File: config.mk
export PLATFORM = sky130hd
export DESIGN_NAME = http_response_header_parser_flat
export DESIGN_NICKNAME = d
export VERILOG_FILES = /design/src/rtl/core/hrhp_pkg.sv /design/src/rtl/core/hrhp_ifs.sv /design/src/rtl/core/http_response_header_parser.sv /design/src/rtl/core/hrhp_front.sv /design/src/rtl/core/hrhp_queue.sv /design/src/rtl/core/hrhp_back.sv /design/src/flat_wrapper.sv
export SDC_FILE = /design/constraint.sdc
export NUM_CORES = 1
export LEC_CHECK = 0
export BUFFER_PORTS_ARGS = -buffer_cell sky130_fd_sc_hd__buf_2
export CORE_UTILIZATION = 50
export CTS_CLUSTER_SIZE = 28
export DETAILED_ROUTE_END_ITERATION = 10
export GPL_TIMING_DRIVEN = 0
export PLACE_DENSITY = 0.71
export SYNTH_ARGS = -nofsm -noshare
export SYNTH_HDL_FRONTEND = slang
export SYNTH_HIERARCHICAL = 1
export SYNTH_SLANG_ARGS = --single-unit
File: constraint.sdc
create_clock -name clk -period 8.1 [get_ports clk]
set_input_delay 0.81 -clock clk [delete_from_list [all_inputs] [get_ports clk]]
set_output_delay 0.81 -clock clk [all_outputs]
set_load 0.03 [all_outputs]
File: src/rtl/core/hrhp_pkg.sv
package hrhp_pkg;

  localparam int HEADER_LIMIT = 2048;
  localparam int MAX_LINES    = 10;
  localparam int KEY_LEN      = 14;

  localparam int CNT_W  = $clog2(HEADER_LIMIT + 1);
  localparam int LINE_W = $clog2(MAX_LINES + 1);
  localparam int POS_W  = $clog2(KEY_LEN + 1);

  localparam logic [0:KEY_LEN-1][7:0] KEY_TEXT = "Content-Length";

  localparam logic [7:0]  CH_SPACE   = 8'h20;
  localparam logic [7:0]  CH_COLON   = 8'h3A;
  localparam logic [7:0]  CH_LF      = 8'h0A;
  localparam logic [31:0] END_MARK   = 32'h0D0A0D0A;
  localparam logic [15:0] STATUS_NONE = 16'd400;
  localparam logic [15:0] STATUS_SAT  = 16'hFFFF;
  localparam logic [47:0] LEN_ALL_ONES = 48'hFFFF_FFFF_FFFF;
  localparam logic [31:0] LIMIT_RESET  = 32'd1048576;

  localparam logic [1:0] ERR_NONE   = 2'd0;
  localparam logic [1:0] ERR_STATUS = 2'd1;
  localparam logic [1:0] ERR_LIMIT  = 2'd2;

  typedef struct packed {
    logic [7:0]         data_byte;
    logic               is_digit;
    logic               is_space;
    logic               is_blank;
    logic               is_colon;
    logic               is_lf;
    logic               is_zero;
    logic [KEY_LEN-1:0] key_hit;
  } item_t;

  typedef struct packed {
    logic [15:0] status_code;
    logic        header_ok;
    logic [1:0]  error_code;
    logic        length_found;
    logic [47:0] content_length;
    logic [31:0] transfer_length;
    logic [11:0] header_length;
  } result_t;

endpackage

File: src/rtl/core/hrhp_ifs.sv
interface hrhp_in_if;
  logic       valid;
  logic       ready;
  logic [7:0] data_byte;
  modport source (output valid, output data_byte, input ready);
  modport sink (input valid, input data_byte, output ready);
endinterface

interface hrhp_cfg_if;
  logic        valid;
  logic        ready;
  logic [31:0] download_limit;
  modport source (output valid, output download_limit, input ready);
  modport sink (input valid, input download_limit, output ready);
endinterface

interface hrhp_out_if;
  logic        valid;
  logic        ready;
  logic [15:0] status_code;
  logic        header_ok;
  logic [1:0]  error_code;
  logic        length_found;
  logic [47:0] content_length;
  logic [31:0] transfer_length;
  logic [11:0] header_length;
  modport source (output valid, output status_code, output header_ok, output error_code,
                  output length_found, output content_length, output transfer_length,
                  output header_length, input ready);
  modport sink (input valid, input status_code, input header_ok, input error_code,
                input length_found, input content_length, input transfer_length,
                input header_length, output ready);
endinterface

File: src/rtl/core/http_response_header_parser.sv
// HTTP response header parser.
// data_in carries one header byte per item; valid/ready, taken when both are high.
// result_out carries one item per header: status, 2xx flag, error code, whether a
// Content-Length line was seen, the length, the length clipped to download_limit,
// and the header byte count. A result follows the byte that completes CR LF CR LF
// or the byte that brings the count to the header size limit (2048 bytes).
// cfg writes download_limit; it is always ready and should be written while idle.
// Throughput: one byte per cycle via the back end parse step, while no result stalls.
// A classifier stage and a two-entry queue sit ahead of the parser, and a result
// register sits behind it, so the queue and classifier can still take bytes while a result waits to be taken.
// When result_out stalls with a result held, the parser stops and the queue and
// classifier fill, after which data_in.ready drops.
// Reset (rst, synchronous) empties all stages, clears the parse state and sets
// download_limit to 1048576.
module http_response_header_parser (
  input logic        clk,
  input logic        rst,
  hrhp_in_if.sink    data_in,
  hrhp_cfg_if.sink   cfg,
  hrhp_out_if.source result_out
);

  logic              f_valid;
  logic              f_ready;
  hrhp_pkg::item_t   f_item;
  logic              q_valid;
  logic              q_ready;
  hrhp_pkg::item_t   q_item;
  hrhp_pkg::result_t res;

  assign cfg.ready = 1'b1;

  hrhp_front u_front (
    .clk        (clk),
    .rst        (rst),
    .in_valid   (data_in.valid),
    .in_ready   (data_in.ready),
    .in_byte    (data_in.data_byte),
    .item_valid (f_valid),
    .item_ready (f_ready),
    .item       (f_item)
  );

  hrhp_queue u_queue (
    .clk        (clk),
    .rst        (rst),
    .push_valid (f_valid),
    .push_ready (f_ready),
    .push_item  (f_item),
    .pop_valid  (q_valid),
    .pop_ready  (q_ready),
    .pop_item   (q_item)
  );

  hrhp_back u_back (
    .clk        (clk),
    .rst        (rst),
    .cfg_valid  (cfg.valid),
    .cfg_data   (cfg.download_limit),
    .item_valid (q_valid),
    .item_ready (q_ready),
    .item       (q_item),
    .res_valid  (result_out.valid),
    .res_ready  (result_out.ready),
    .res        (res)
  );

  assign result_out.status_code     = res.status_code;
  assign result_out.header_ok       = res.header_ok;
  assign result_out.error_code      = res.error_code;
  assign result_out.length_found    = res.length_found;
  assign result_out.content_length  = res.content_length;
  assign result_out.transfer_length = res.transfer_length;
  assign result_out.header_length   = res.header_length;

endmodule

File: src/rtl/core/hrhp_front.sv
module hrhp_front (
  input  logic            clk,
  input  logic            rst,
  input  logic            in_valid,
  output logic            in_ready,
  input  logic [7:0]      in_byte,
  output logic            item_valid,
  input  logic            item_ready,
  output hrhp_pkg::item_t item
);

  hrhp_pkg::item_t cls;
  logic            stage_valid;
  hrhp_pkg::item_t stage;

  always_comb begin
    cls.data_byte = in_byte;
    cls.is_digit  = (in_byte >= 8'h30) && (in_byte <= 8'h39);
    cls.is_blank  = (in_byte == hrhp_pkg::CH_SPACE);
    cls.is_space  = (in_byte == hrhp_pkg::CH_SPACE) ||
                    ((in_byte >= 8'h09) && (in_byte <= 8'h0D));
    cls.is_colon  = (in_byte == hrhp_pkg::CH_COLON);
    cls.is_lf     = (in_byte == hrhp_pkg::CH_LF);
    cls.is_zero   = (in_byte == 8'h00);
    for (int i = 0; i < hrhp_pkg::KEY_LEN; i++) begin
      cls.key_hit[i] = (in_byte == hrhp_pkg::KEY_TEXT[i]);
    end
  end

  assign in_ready   = !stage_valid || item_ready;
  assign item_valid = stage_valid;
  assign item       = stage;

  always_ff @(posedge clk) begin
    if (rst) begin
      stage_valid <= 1'b0;
    end else if (in_ready) begin
      stage_valid <= in_valid;
    end
  end

  always_ff @(posedge clk) begin
    if (in_valid && in_ready) begin
      stage <= cls;
    end
  end

endmodule

File: src/rtl/core/hrhp_queue.sv
module hrhp_queue (
  input  logic            clk,
  input  logic            rst,
  input  logic            push_valid,
  output logic            push_ready,
  input  hrhp_pkg::item_t push_item,
  output logic            pop_valid,
  input  logic            pop_ready,
  output hrhp_pkg::item_t pop_item
);

  hrhp_pkg::item_t mem [2];
  logic            wr_ptr;
  logic            rd_ptr;
  logic [1:0]      count;
  logic            push;
  logic            pop;

  assign push_ready = (count != 2'd2);
  assign pop_valid  = (count != 2'd0);
  assign pop_item   = mem[rd_ptr];
  assign push       = push_valid && push_ready;
  assign pop        = pop_valid && pop_ready;

  always_ff @(posedge clk) begin
    if (rst) begin
      wr_ptr <= 1'b0;
      rd_ptr <= 1'b0;
      count  <= 2'd0;
    end else begin
      if (push) wr_ptr <= !wr_ptr;
      if (pop) rd_ptr <= !rd_ptr;
      count <= count + {1'b0, push} - {1'b0, pop};
    end
  end

  always_ff @(posedge clk) begin
    if (push) mem[wr_ptr] <= push_item;
  end

endmodule

File: src/rtl/core/hrhp_back.sv
module hrhp_back (
  input  logic              clk,
  input  logic              rst,
  input  logic              cfg_valid,
  input  logic [31:0]       cfg_data,
  input  logic              item_valid,
  output logic              item_ready,
  input  hrhp_pkg::item_t   item,
  output logic              res_valid,
  input  logic              res_ready,
  output hrhp_pkg::result_t res
);

  typedef enum logic [3:0] {
    ST_SEEK   = 4'b0001,
    ST_SKIP   = 4'b0010,
    ST_DIGITS = 4'b0100,
    ST_DONE   = 4'b1000
  } status_phase_t;

  typedef enum logic [3:0] {
    LN_IDLE   = 4'b0001,
    LN_COLON  = 4'b0010,
    LN_SKIP   = 4'b0100,
    LN_DIGITS = 4'b1000
  } length_phase_t;

  logic [31:0]                   download_limit;
  logic [hrhp_pkg::CNT_W-1:0]    byte_total, byte_total_next;
  logic [23:0]                   recent_bytes;
  logic [hrhp_pkg::LINE_W-1:0]   line_number, line_number_next;
  logic                          line_start, line_start_next;
  logic [hrhp_pkg::POS_W-1:0]    match_pos, match_pos_next;
  status_phase_t                 status_phase, status_phase_next;
  logic [15:0]                   status_value, status_value_next;
  length_phase_t                 length_phase, length_phase_next;
  logic [47:0]                   length_value, length_value_next;
  logic                          length_seen, length_seen_next;
  logic                          text_ended, text_ended_next;

  logic                          pop;
  logic [31:0]                   window;
  logic                          hit_limit;
  logic                          hit_end;
  logic [3:0]                    digit;
  logic [19:0]                   status_acc;
  logic [51:0]                   length_acc;
  logic                          status_good;
  logic [31:0]                   clip;
  hrhp_pkg::result_t             res_next;

  assign item_ready = !res_valid || res_ready;
  assign pop        = item_valid && item_ready;
  assign window     = {recent_bytes, item.data_byte};
  assign digit      = item.data_byte[3:0];
  assign status_acc = {1'b0, status_value, 3'b000} + {3'b000, status_value, 1'b0}
                    + {16'd0, digit};
  assign length_acc = {1'b0, length_value, 3'b000} + {3'b000, length_value, 1'b0}
                    + {48'd0, digit};

  always_comb begin
    byte_total_next   = byte_total + 1'b1;
    line_number_next  = line_number;
    line_start_next   = line_start;
    match_pos_next    = match_pos;
    status_phase_next = status_phase;
    status_value_next = status_value;
    length_phase_next = length_phase;
    length_value_next = length_value;
    length_seen_next  = length_seen;
    text_ended_next   = text_ended;

    if (!text_ended) begin
      if (item.is_zero) begin
        text_ended_next = 1'b1;
      end else begin
        unique case (status_phase)
          ST_SEEK: begin
            if (item.is_blank) status_phase_next = ST_SKIP;
          end
          ST_SKIP: begin
            if (item.is_digit) begin
              status_value_next = {12'd0, digit};
              status_phase_next = ST_DIGITS;
            end else if (!item.is_space) begin
              status_phase_next = ST_DONE;
            end
          end
          ST_DIGITS: begin
            if (item.is_digit) begin
              status_value_next = (status_acc[19:16] != 4'd0) ? hrhp_pkg::STATUS_SAT
                                                               : status_acc[15:0];
            end else begin
              status_phase_next = ST_DONE;
            end
          end
          ST_DONE: ;
          default: ;
        endcase

        unique case (length_phase)
          LN_IDLE: ;
          LN_COLON: begin
            if (item.is_colon) length_phase_next = LN_SKIP;
          end
          LN_SKIP: begin
            if (item.is_digit) begin
              length_value_next = {44'd0, digit};
              length_phase_next = LN_DIGITS;
            end else if (!item.is_space) begin
              length_phase_next = LN_IDLE;
            end
          end
          LN_DIGITS: begin
            if (item.is_digit) begin
              length_value_next = (length_acc[51:48] != 4'd0) ? hrhp_pkg::LEN_ALL_ONES
                                                               : length_acc[47:0];
            end else begin
              length_phase_next = LN_IDLE;
            end
          end
          default: ;
        endcase

        if (line_start) begin
          line_start_next = 1'b0;
          if (line_number < hrhp_pkg::LINE_W'(hrhp_pkg::MAX_LINES)) begin
            line_number_next = line_number + 1'b1;
            match_pos_next   = item.key_hit[0] ? hrhp_pkg::POS_W'(1) : '0;
          end else begin
            match_pos_next = '0;
          end
        end else if ((match_pos != '0) &&
                     (match_pos < hrhp_pkg::POS_W'(hrhp_pkg::KEY_LEN))) begin
          match_pos_next = item.key_hit[match_pos] ? match_pos + 1'b1 : '0;
        end

        if (match_pos_next >= hrhp_pkg::POS_W'(hrhp_pkg::KEY_LEN)) begin
          match_pos_next    = '0;
          length_seen_next  = 1'b1;
          length_value_next = '0;
          length_phase_next = LN_COLON;
        end

        if (item.is_lf) line_start_next = 1'b1;
      end
    end
  end

  assign hit_limit   = (byte_total_next >= hrhp_pkg::CNT_W'(hrhp_pkg::HEADER_LIMIT));
  assign hit_end     = (byte_total_next > hrhp_pkg::CNT_W'(4)) && (window == hrhp_pkg::END_MARK);
  assign status_good = (status_value >= 16'd200) && (status_value < 16'd300);
  assign clip        = (length_value > {16'd0, download_limit}) ? download_limit
                                                                 : length_value[31:0];

  always_comb begin
    if (hit_limit) begin
      res_next.status_code     = hrhp_pkg::STATUS_NONE;
      res_next.header_ok       = 1'b0;
      res_next.error_code      = hrhp_pkg::ERR_LIMIT;
      res_next.length_found    = 1'b0;
      res_next.content_length  = hrhp_pkg::LEN_ALL_ONES;
      res_next.transfer_length = '0;
    end else begin
      res_next.status_code     = status_value;
      res_next.header_ok       = status_good;
      res_next.error_code      = status_good ? hrhp_pkg::ERR_NONE : hrhp_pkg::ERR_STATUS;
      res_next.length_found    = length_seen;
      res_next.content_length  = length_value;
      res_next.transfer_length = clip;
    end
    res_next.header_length = 12'(byte_total_next);
  end

  always_ff @(posedge clk) begin
    if (rst) begin
      download_limit <= hrhp_pkg::LIMIT_RESET;
    end else if (cfg_valid) begin
      download_limit <= cfg_data;
    end
  end

  always_ff @(posedge clk) begin
    if (rst || (pop && (hit_limit || hit_end))) begin
      byte_total   <= '0;
      recent_bytes <= '0;
      line_number  <= '0;
      line_start   <= 1'b1;
      match_pos    <= '0;
      status_phase <= ST_SEEK;
      status_value <= hrhp_pkg::STATUS_NONE;
      length_phase <= LN_IDLE;
      length_value <= hrhp_pkg::LEN_ALL_ONES;
      length_seen  <= 1'b0;
      text_ended   <= 1'b0;
    end else if (pop) begin
      byte_total   <= byte_total_next;
      recent_bytes <= window[23:0];
      line_number  <= line_number_next;
      line_start   <= line_start_next;
      match_pos    <= match_pos_next;
      status_phase <= status_phase_next;
      status_value <= status_value_next;
      length_phase <= length_phase_next;
      length_value <= length_value_next;
      length_seen  <= length_seen_next;
      text_ended   <= text_ended_next;
    end
  end

  always_ff @(posedge clk) begin
    if (rst) begin
      res_valid <= 1'b0;
    end else if (pop && (hit_limit || hit_end)) begin
      res_valid <= 1'b1;
    end else if (res_ready) begin
      res_valid <= 1'b0;
    end
  end

  always_ff @(posedge clk) begin
    if (pop && (hit_limit || hit_end)) begin
      res <= res_next;
    end
  end

endmodule

File: src/flat_wrapper.sv
// flat-port wrapper written by rule: the top's interface ports become plain ports
module http_response_header_parser_flat 
  (clk, rst, data_in_valid, data_in_data_byte, data_in_ready, cfg_valid, cfg_download_limit, cfg_ready, result_out_valid, result_out_status_code, result_out_header_ok, result_out_error_code, result_out_length_found, result_out_content_length, result_out_transfer_length, result_out_header_length, result_out_ready);
  hrhp_in_if data_in_i ();
  hrhp_cfg_if cfg_i ();
  hrhp_out_if result_out_i ();
  input logic clk;
  input logic rst;
  input wire logic [$bits(data_in_i.valid)-1:0] data_in_valid;
  input wire logic [$bits(data_in_i.data_byte)-1:0] data_in_data_byte;
  output wire logic [$bits(data_in_i.ready)-1:0] data_in_ready;
  input wire logic [$bits(cfg_i.valid)-1:0] cfg_valid;
  input wire logic [$bits(cfg_i.download_limit)-1:0] cfg_download_limit;
  output wire logic [$bits(cfg_i.ready)-1:0] cfg_ready;
  output wire logic [$bits(result_out_i.valid)-1:0] result_out_valid;
  output wire logic [$bits(result_out_i.status_code)-1:0] result_out_status_code;
  output wire logic [$bits(result_out_i.header_ok)-1:0] result_out_header_ok;
  output wire logic [$bits(result_out_i.error_code)-1:0] result_out_error_code;
  output wire logic [$bits(result_out_i.length_found)-1:0] result_out_length_found;
  output wire logic [$bits(result_out_i.content_length)-1:0] result_out_content_length;
  output wire logic [$bits(result_out_i.transfer_length)-1:0] result_out_transfer_length;
  output wire logic [$bits(result_out_i.header_length)-1:0] result_out_header_length;
  input wire logic [$bits(result_out_i.ready)-1:0] result_out_ready;
  assign data_in_i.valid = data_in_valid;
  assign data_in_i.data_byte = data_in_data_byte;
  assign data_in_ready = data_in_i.ready;
  assign cfg_i.valid = cfg_valid;
  assign cfg_i.download_limit = cfg_download_limit;
  assign cfg_ready = cfg_i.ready;
  assign result_out_valid = result_out_i.valid;
  assign result_out_status_code = result_out_i.status_code;
  assign result_out_header_ok = result_out_i.header_ok;
  assign result_out_error_code = result_out_i.error_code;
  assign result_out_length_found = result_out_i.length_found;
  assign result_out_content_length = result_out_i.content_length;
  assign result_out_transfer_length = result_out_i.transfer_length;
  assign result_out_header_length = result_out_i.header_length;
  assign result_out_i.ready = result_out_ready;
  http_response_header_parser u_core (.clk(clk), .rst(rst), .data_in(data_in_i), .cfg(cfg_i), .result_out(result_out_i));
endmodule
==> metrics.yaml <==
run_status:
  outcome: "completed"
floorplan:
  core_area_sq_um: 37600
  die_w_um: 197
  std_cell_rows: 71
  die_area_sq_um: 39000
  die_y_um: 197
  start_util_pct: 50.8
  num_io_pins: 160
pwr:
  fin_total_pwr_mw: 6.50
  power_density_nw_per_um2: 297
  max-vdd-ir-drop_mv: 0.205
  p_leak_nw: 9.05
routing:
  vias: 15000
  dr.pass1.iters: 5
  drc_errors: 0
  ant_nets: 0
  wirelength_mm: 47.0
  drt_iter0_markers: 907
  avgViaCountPerCell: 5.70
  wire_per_inst_um: 17.9
sta:
  whs_ns: 0.444
  worst_slew_pin_slew_ns: 1.26
  finalCritPeriodShare_pct: 63.5
  fin_tns_setup_ns: 0
  finalSetupViolations: 0
  fin_skew_ns: 0.0249
  drv_slew: 0
  fmax_mhz: 194
  slew-limit-headroom_pct: 15.1
  final_hold_viol_count: 0
  period_minus_slack_ns: 5.15
  grt_setup_unrepaired: "false"
clock_tree:
  holdBufCountCts: 0
  clk_latency_ns: 0.56
  cts_buffers: 39
  cts_buffer_depth: 3
  htree_num_levels: 2
  cts-root-buf: "clkbuf_16"
  post_cts_buffers: 0
  clkSinkCount: 349
  cts_tree: "yes"
  ctsResizeCount: 0
  clkSlewWorstSetupHoldPaths_ns: 0.06
cells_and_area:
  seqCellArea_sq_um: 8900
  antennaDiodeCount: 0
  multi_input_area_sq_um: 9480
  area_growth_pct: 14.6
  final_cells: 2627
  num-fill-cells: 3235
  layout-drive-gt1-share_pct: 12.1
  fin_nets: 2297
global_routing:
  grt_max_degree: 34
  grt_pass1_vias: 14700
  antenna_found_initial: 0
  grt_pass1_wl_mm: 74.6
  overflow: 0
  grt_use_total_pct: 24.0
worst_setup_path:
  r2r_cells: 16
  r2r_slack_ns: 2.95
  crit_type: "reg -> reg"
  arrival_ns: 5.57
  r2r_end: "u_core/u_back/length_value[22]"
  cp_max_fo: 10
  cp_data_required_time_ns: 8.52
  end_kind: "flop"
  crit_path_end: "u_core/u_back/length_value[22]"
  start_kind: "flop"
yosys:
  syn_area_sq_um: 19100
  syn_nets: 2096
  ys_types: 85
  yosysTopAreaCellShare_pct: 30.0
  synth_common_cells: "edfxtp_1 (191), nand2_1 (179), ha_1 (163), dfxtp_1 (158), nor2_1 (131)"
  yosys.area.top_type: "edfxtp_1"
  post-synth-top-count-cell: "edfxtp_1"
  synthFlopType: "edfxtp_1"
  synth_edf_count: 191
  syn_avg_cell_area_sq_um: 10.1
  yosysSeqAreaShare_pct: 46.6
  ys_seq_elements: 349
  async_flop_share_pct: 0
  synthTopCellsByArea: "edfxtp_1 (30%), dfxtp_1 (17%), ha_1 (11%)"
  syn-instance-count: 1884
  yosysWarningCount: 6
min_path:
  min_path_type: "reg -> reg"
place:
  gp_congestion: 0.914
  portBuffers: 157
  dpl.hpwl_mm: 35.6
  dp_cells: 2555
run:
  maxCapViolCount: 0
==> cell type report <==
type | instances | share of cell area, %
Multi-Input combinational cell | 1363 | 43.3
Sequential cell | 349 | 40.7
Clock buffer | 53 | 4.98
Timing Repair Buffer | 160 | 3.87
Tap cell | 511 | 2.92
Buffer | 95 | 2.00
Inverter | 77 | 1.32
Clock inverter | 19 | 0.915
==> flip-flops by register name, summed over array words and instances, names as in the netlist, 12 cells and up, named ones only <==
register,flops
u_core/u_back/length_value,48
u_core/u_back/recent_bytes,24
u_core/u_back/download_limit,32
u_core/u_back/res,112
u_core/u_back/byte_total,12
u_core/u_back/status_value,16
u_core/u_queue/mem,56
u_core/u_front/item,23
==> routing by layer <==
metal	track usage, %	up-vias	part of all wire, %
li1	-	7336	-
met1	28.3	7154	41
met2	43.4	384	51
met3	3.28	102	4.3
met4	9.96	0	3.4
met5	0	-	0
==> metrics by stage <==
step / instance area (sq um) / setup WS (ns) / util (%)
2_1_floorplan: 19100 / 0.414 / -
6_report: 21900 / 2.95 / 58.2
3_3_place_gp: 20500 / -2.22 / 54.6
3_5_place_dp: 20600 / 2.99 / 54.8
4_1_cts: 21900 / 2.93 / 58.2
5_1_grt: 21900 / 2.69 / 58.2
==> cells by family after synthesis <==
logic type      count (synthesis)  share of synthesized area, %
fa+ha+maj                     167                          11.1
xor+xnor                       82                          3.76
flops                         349                          46.6
simple gates                  618                          16.2
compound gates                429                          14.7
other cells                     1                        0.0196
mux                            66                          3.85
buf+inv                       172                          3.80
==> where the power goes <==
group	internal (mW)	total, mW	switching, mW
logic	1.05	2.64	1.59
registers	1.99	2.09	0.103
clock network	1.05	1.76	0.715
total	4.09	6.50	2.41
==> worst max-delay path, stage by stage, from the launching register on <==
cell and delay (ns):
dfxtp_1 0.30, buf_2 0.28, buf_6 0.20, mux2_1 0.47, fa_1 0.60, inv_1 0.06
fa_1 0.45, nand2b_1 0.19, a21oi_1 0.23, o21ai_0 0.25, a211o_1 0.40, a211oi_1 0.25
nor3b_1 0.09, a211oi_2 0.45, a31oi_4 0.27, buf_6 0.22, a221o_1 0.27
==> cells in the final DEF, fill, tap and decap left out, types with 13 or more instances in the layout <==
cell / count
a21oi_1: 123
nor2_1: 131
nor4_1: 26
buf_2: 161
mux2i_1: 34
nand2_1: 179
xnor2_1: 48
and2_1: 21
nand4_1: 27
edfxtp_1: 191
inv_1: 77
ha_1: 163
mux2_1: 28
clkbuf_16: 40
nand3_1: 50
xor2_1: 34
nor3_1: 37
o21a_1: 13
o21ai_0: 87
dfxtp_1: 158
a21o_1: 29
o21ai_1: 23
nand2b_1: 70
a221o_1: 42
clkbuf_1: 81
a31oi_1: 17
==> worst min-delay path by stage <==
stage	from	endpoint	slack [ns]	cells past startpoint
3_5_place_dp	u_core/u_front/item[8]	u_core/u_queue/mem[1][8]	0.43	0
2_1_floorplan	u_core/u_front/item[0]	u_core/u_queue/mem[0][0]	0.42	0
5_1_grt	data_in_data_byte[2]	u_core/u_front/item[22]	0.44	1
4_1_cts	data_in_data_byte[2]	u_core/u_front/item[22]	0.43	1
3_3_place_gp	u_core/u_front/item[13]	u_core/u_queue/mem[0][13]	0.42	0
6_report	u_core/u_front/item[20]	u_core/u_queue/mem[1][20]	0.44	0
Note: power is estimated with default switching activity, not from simulation.
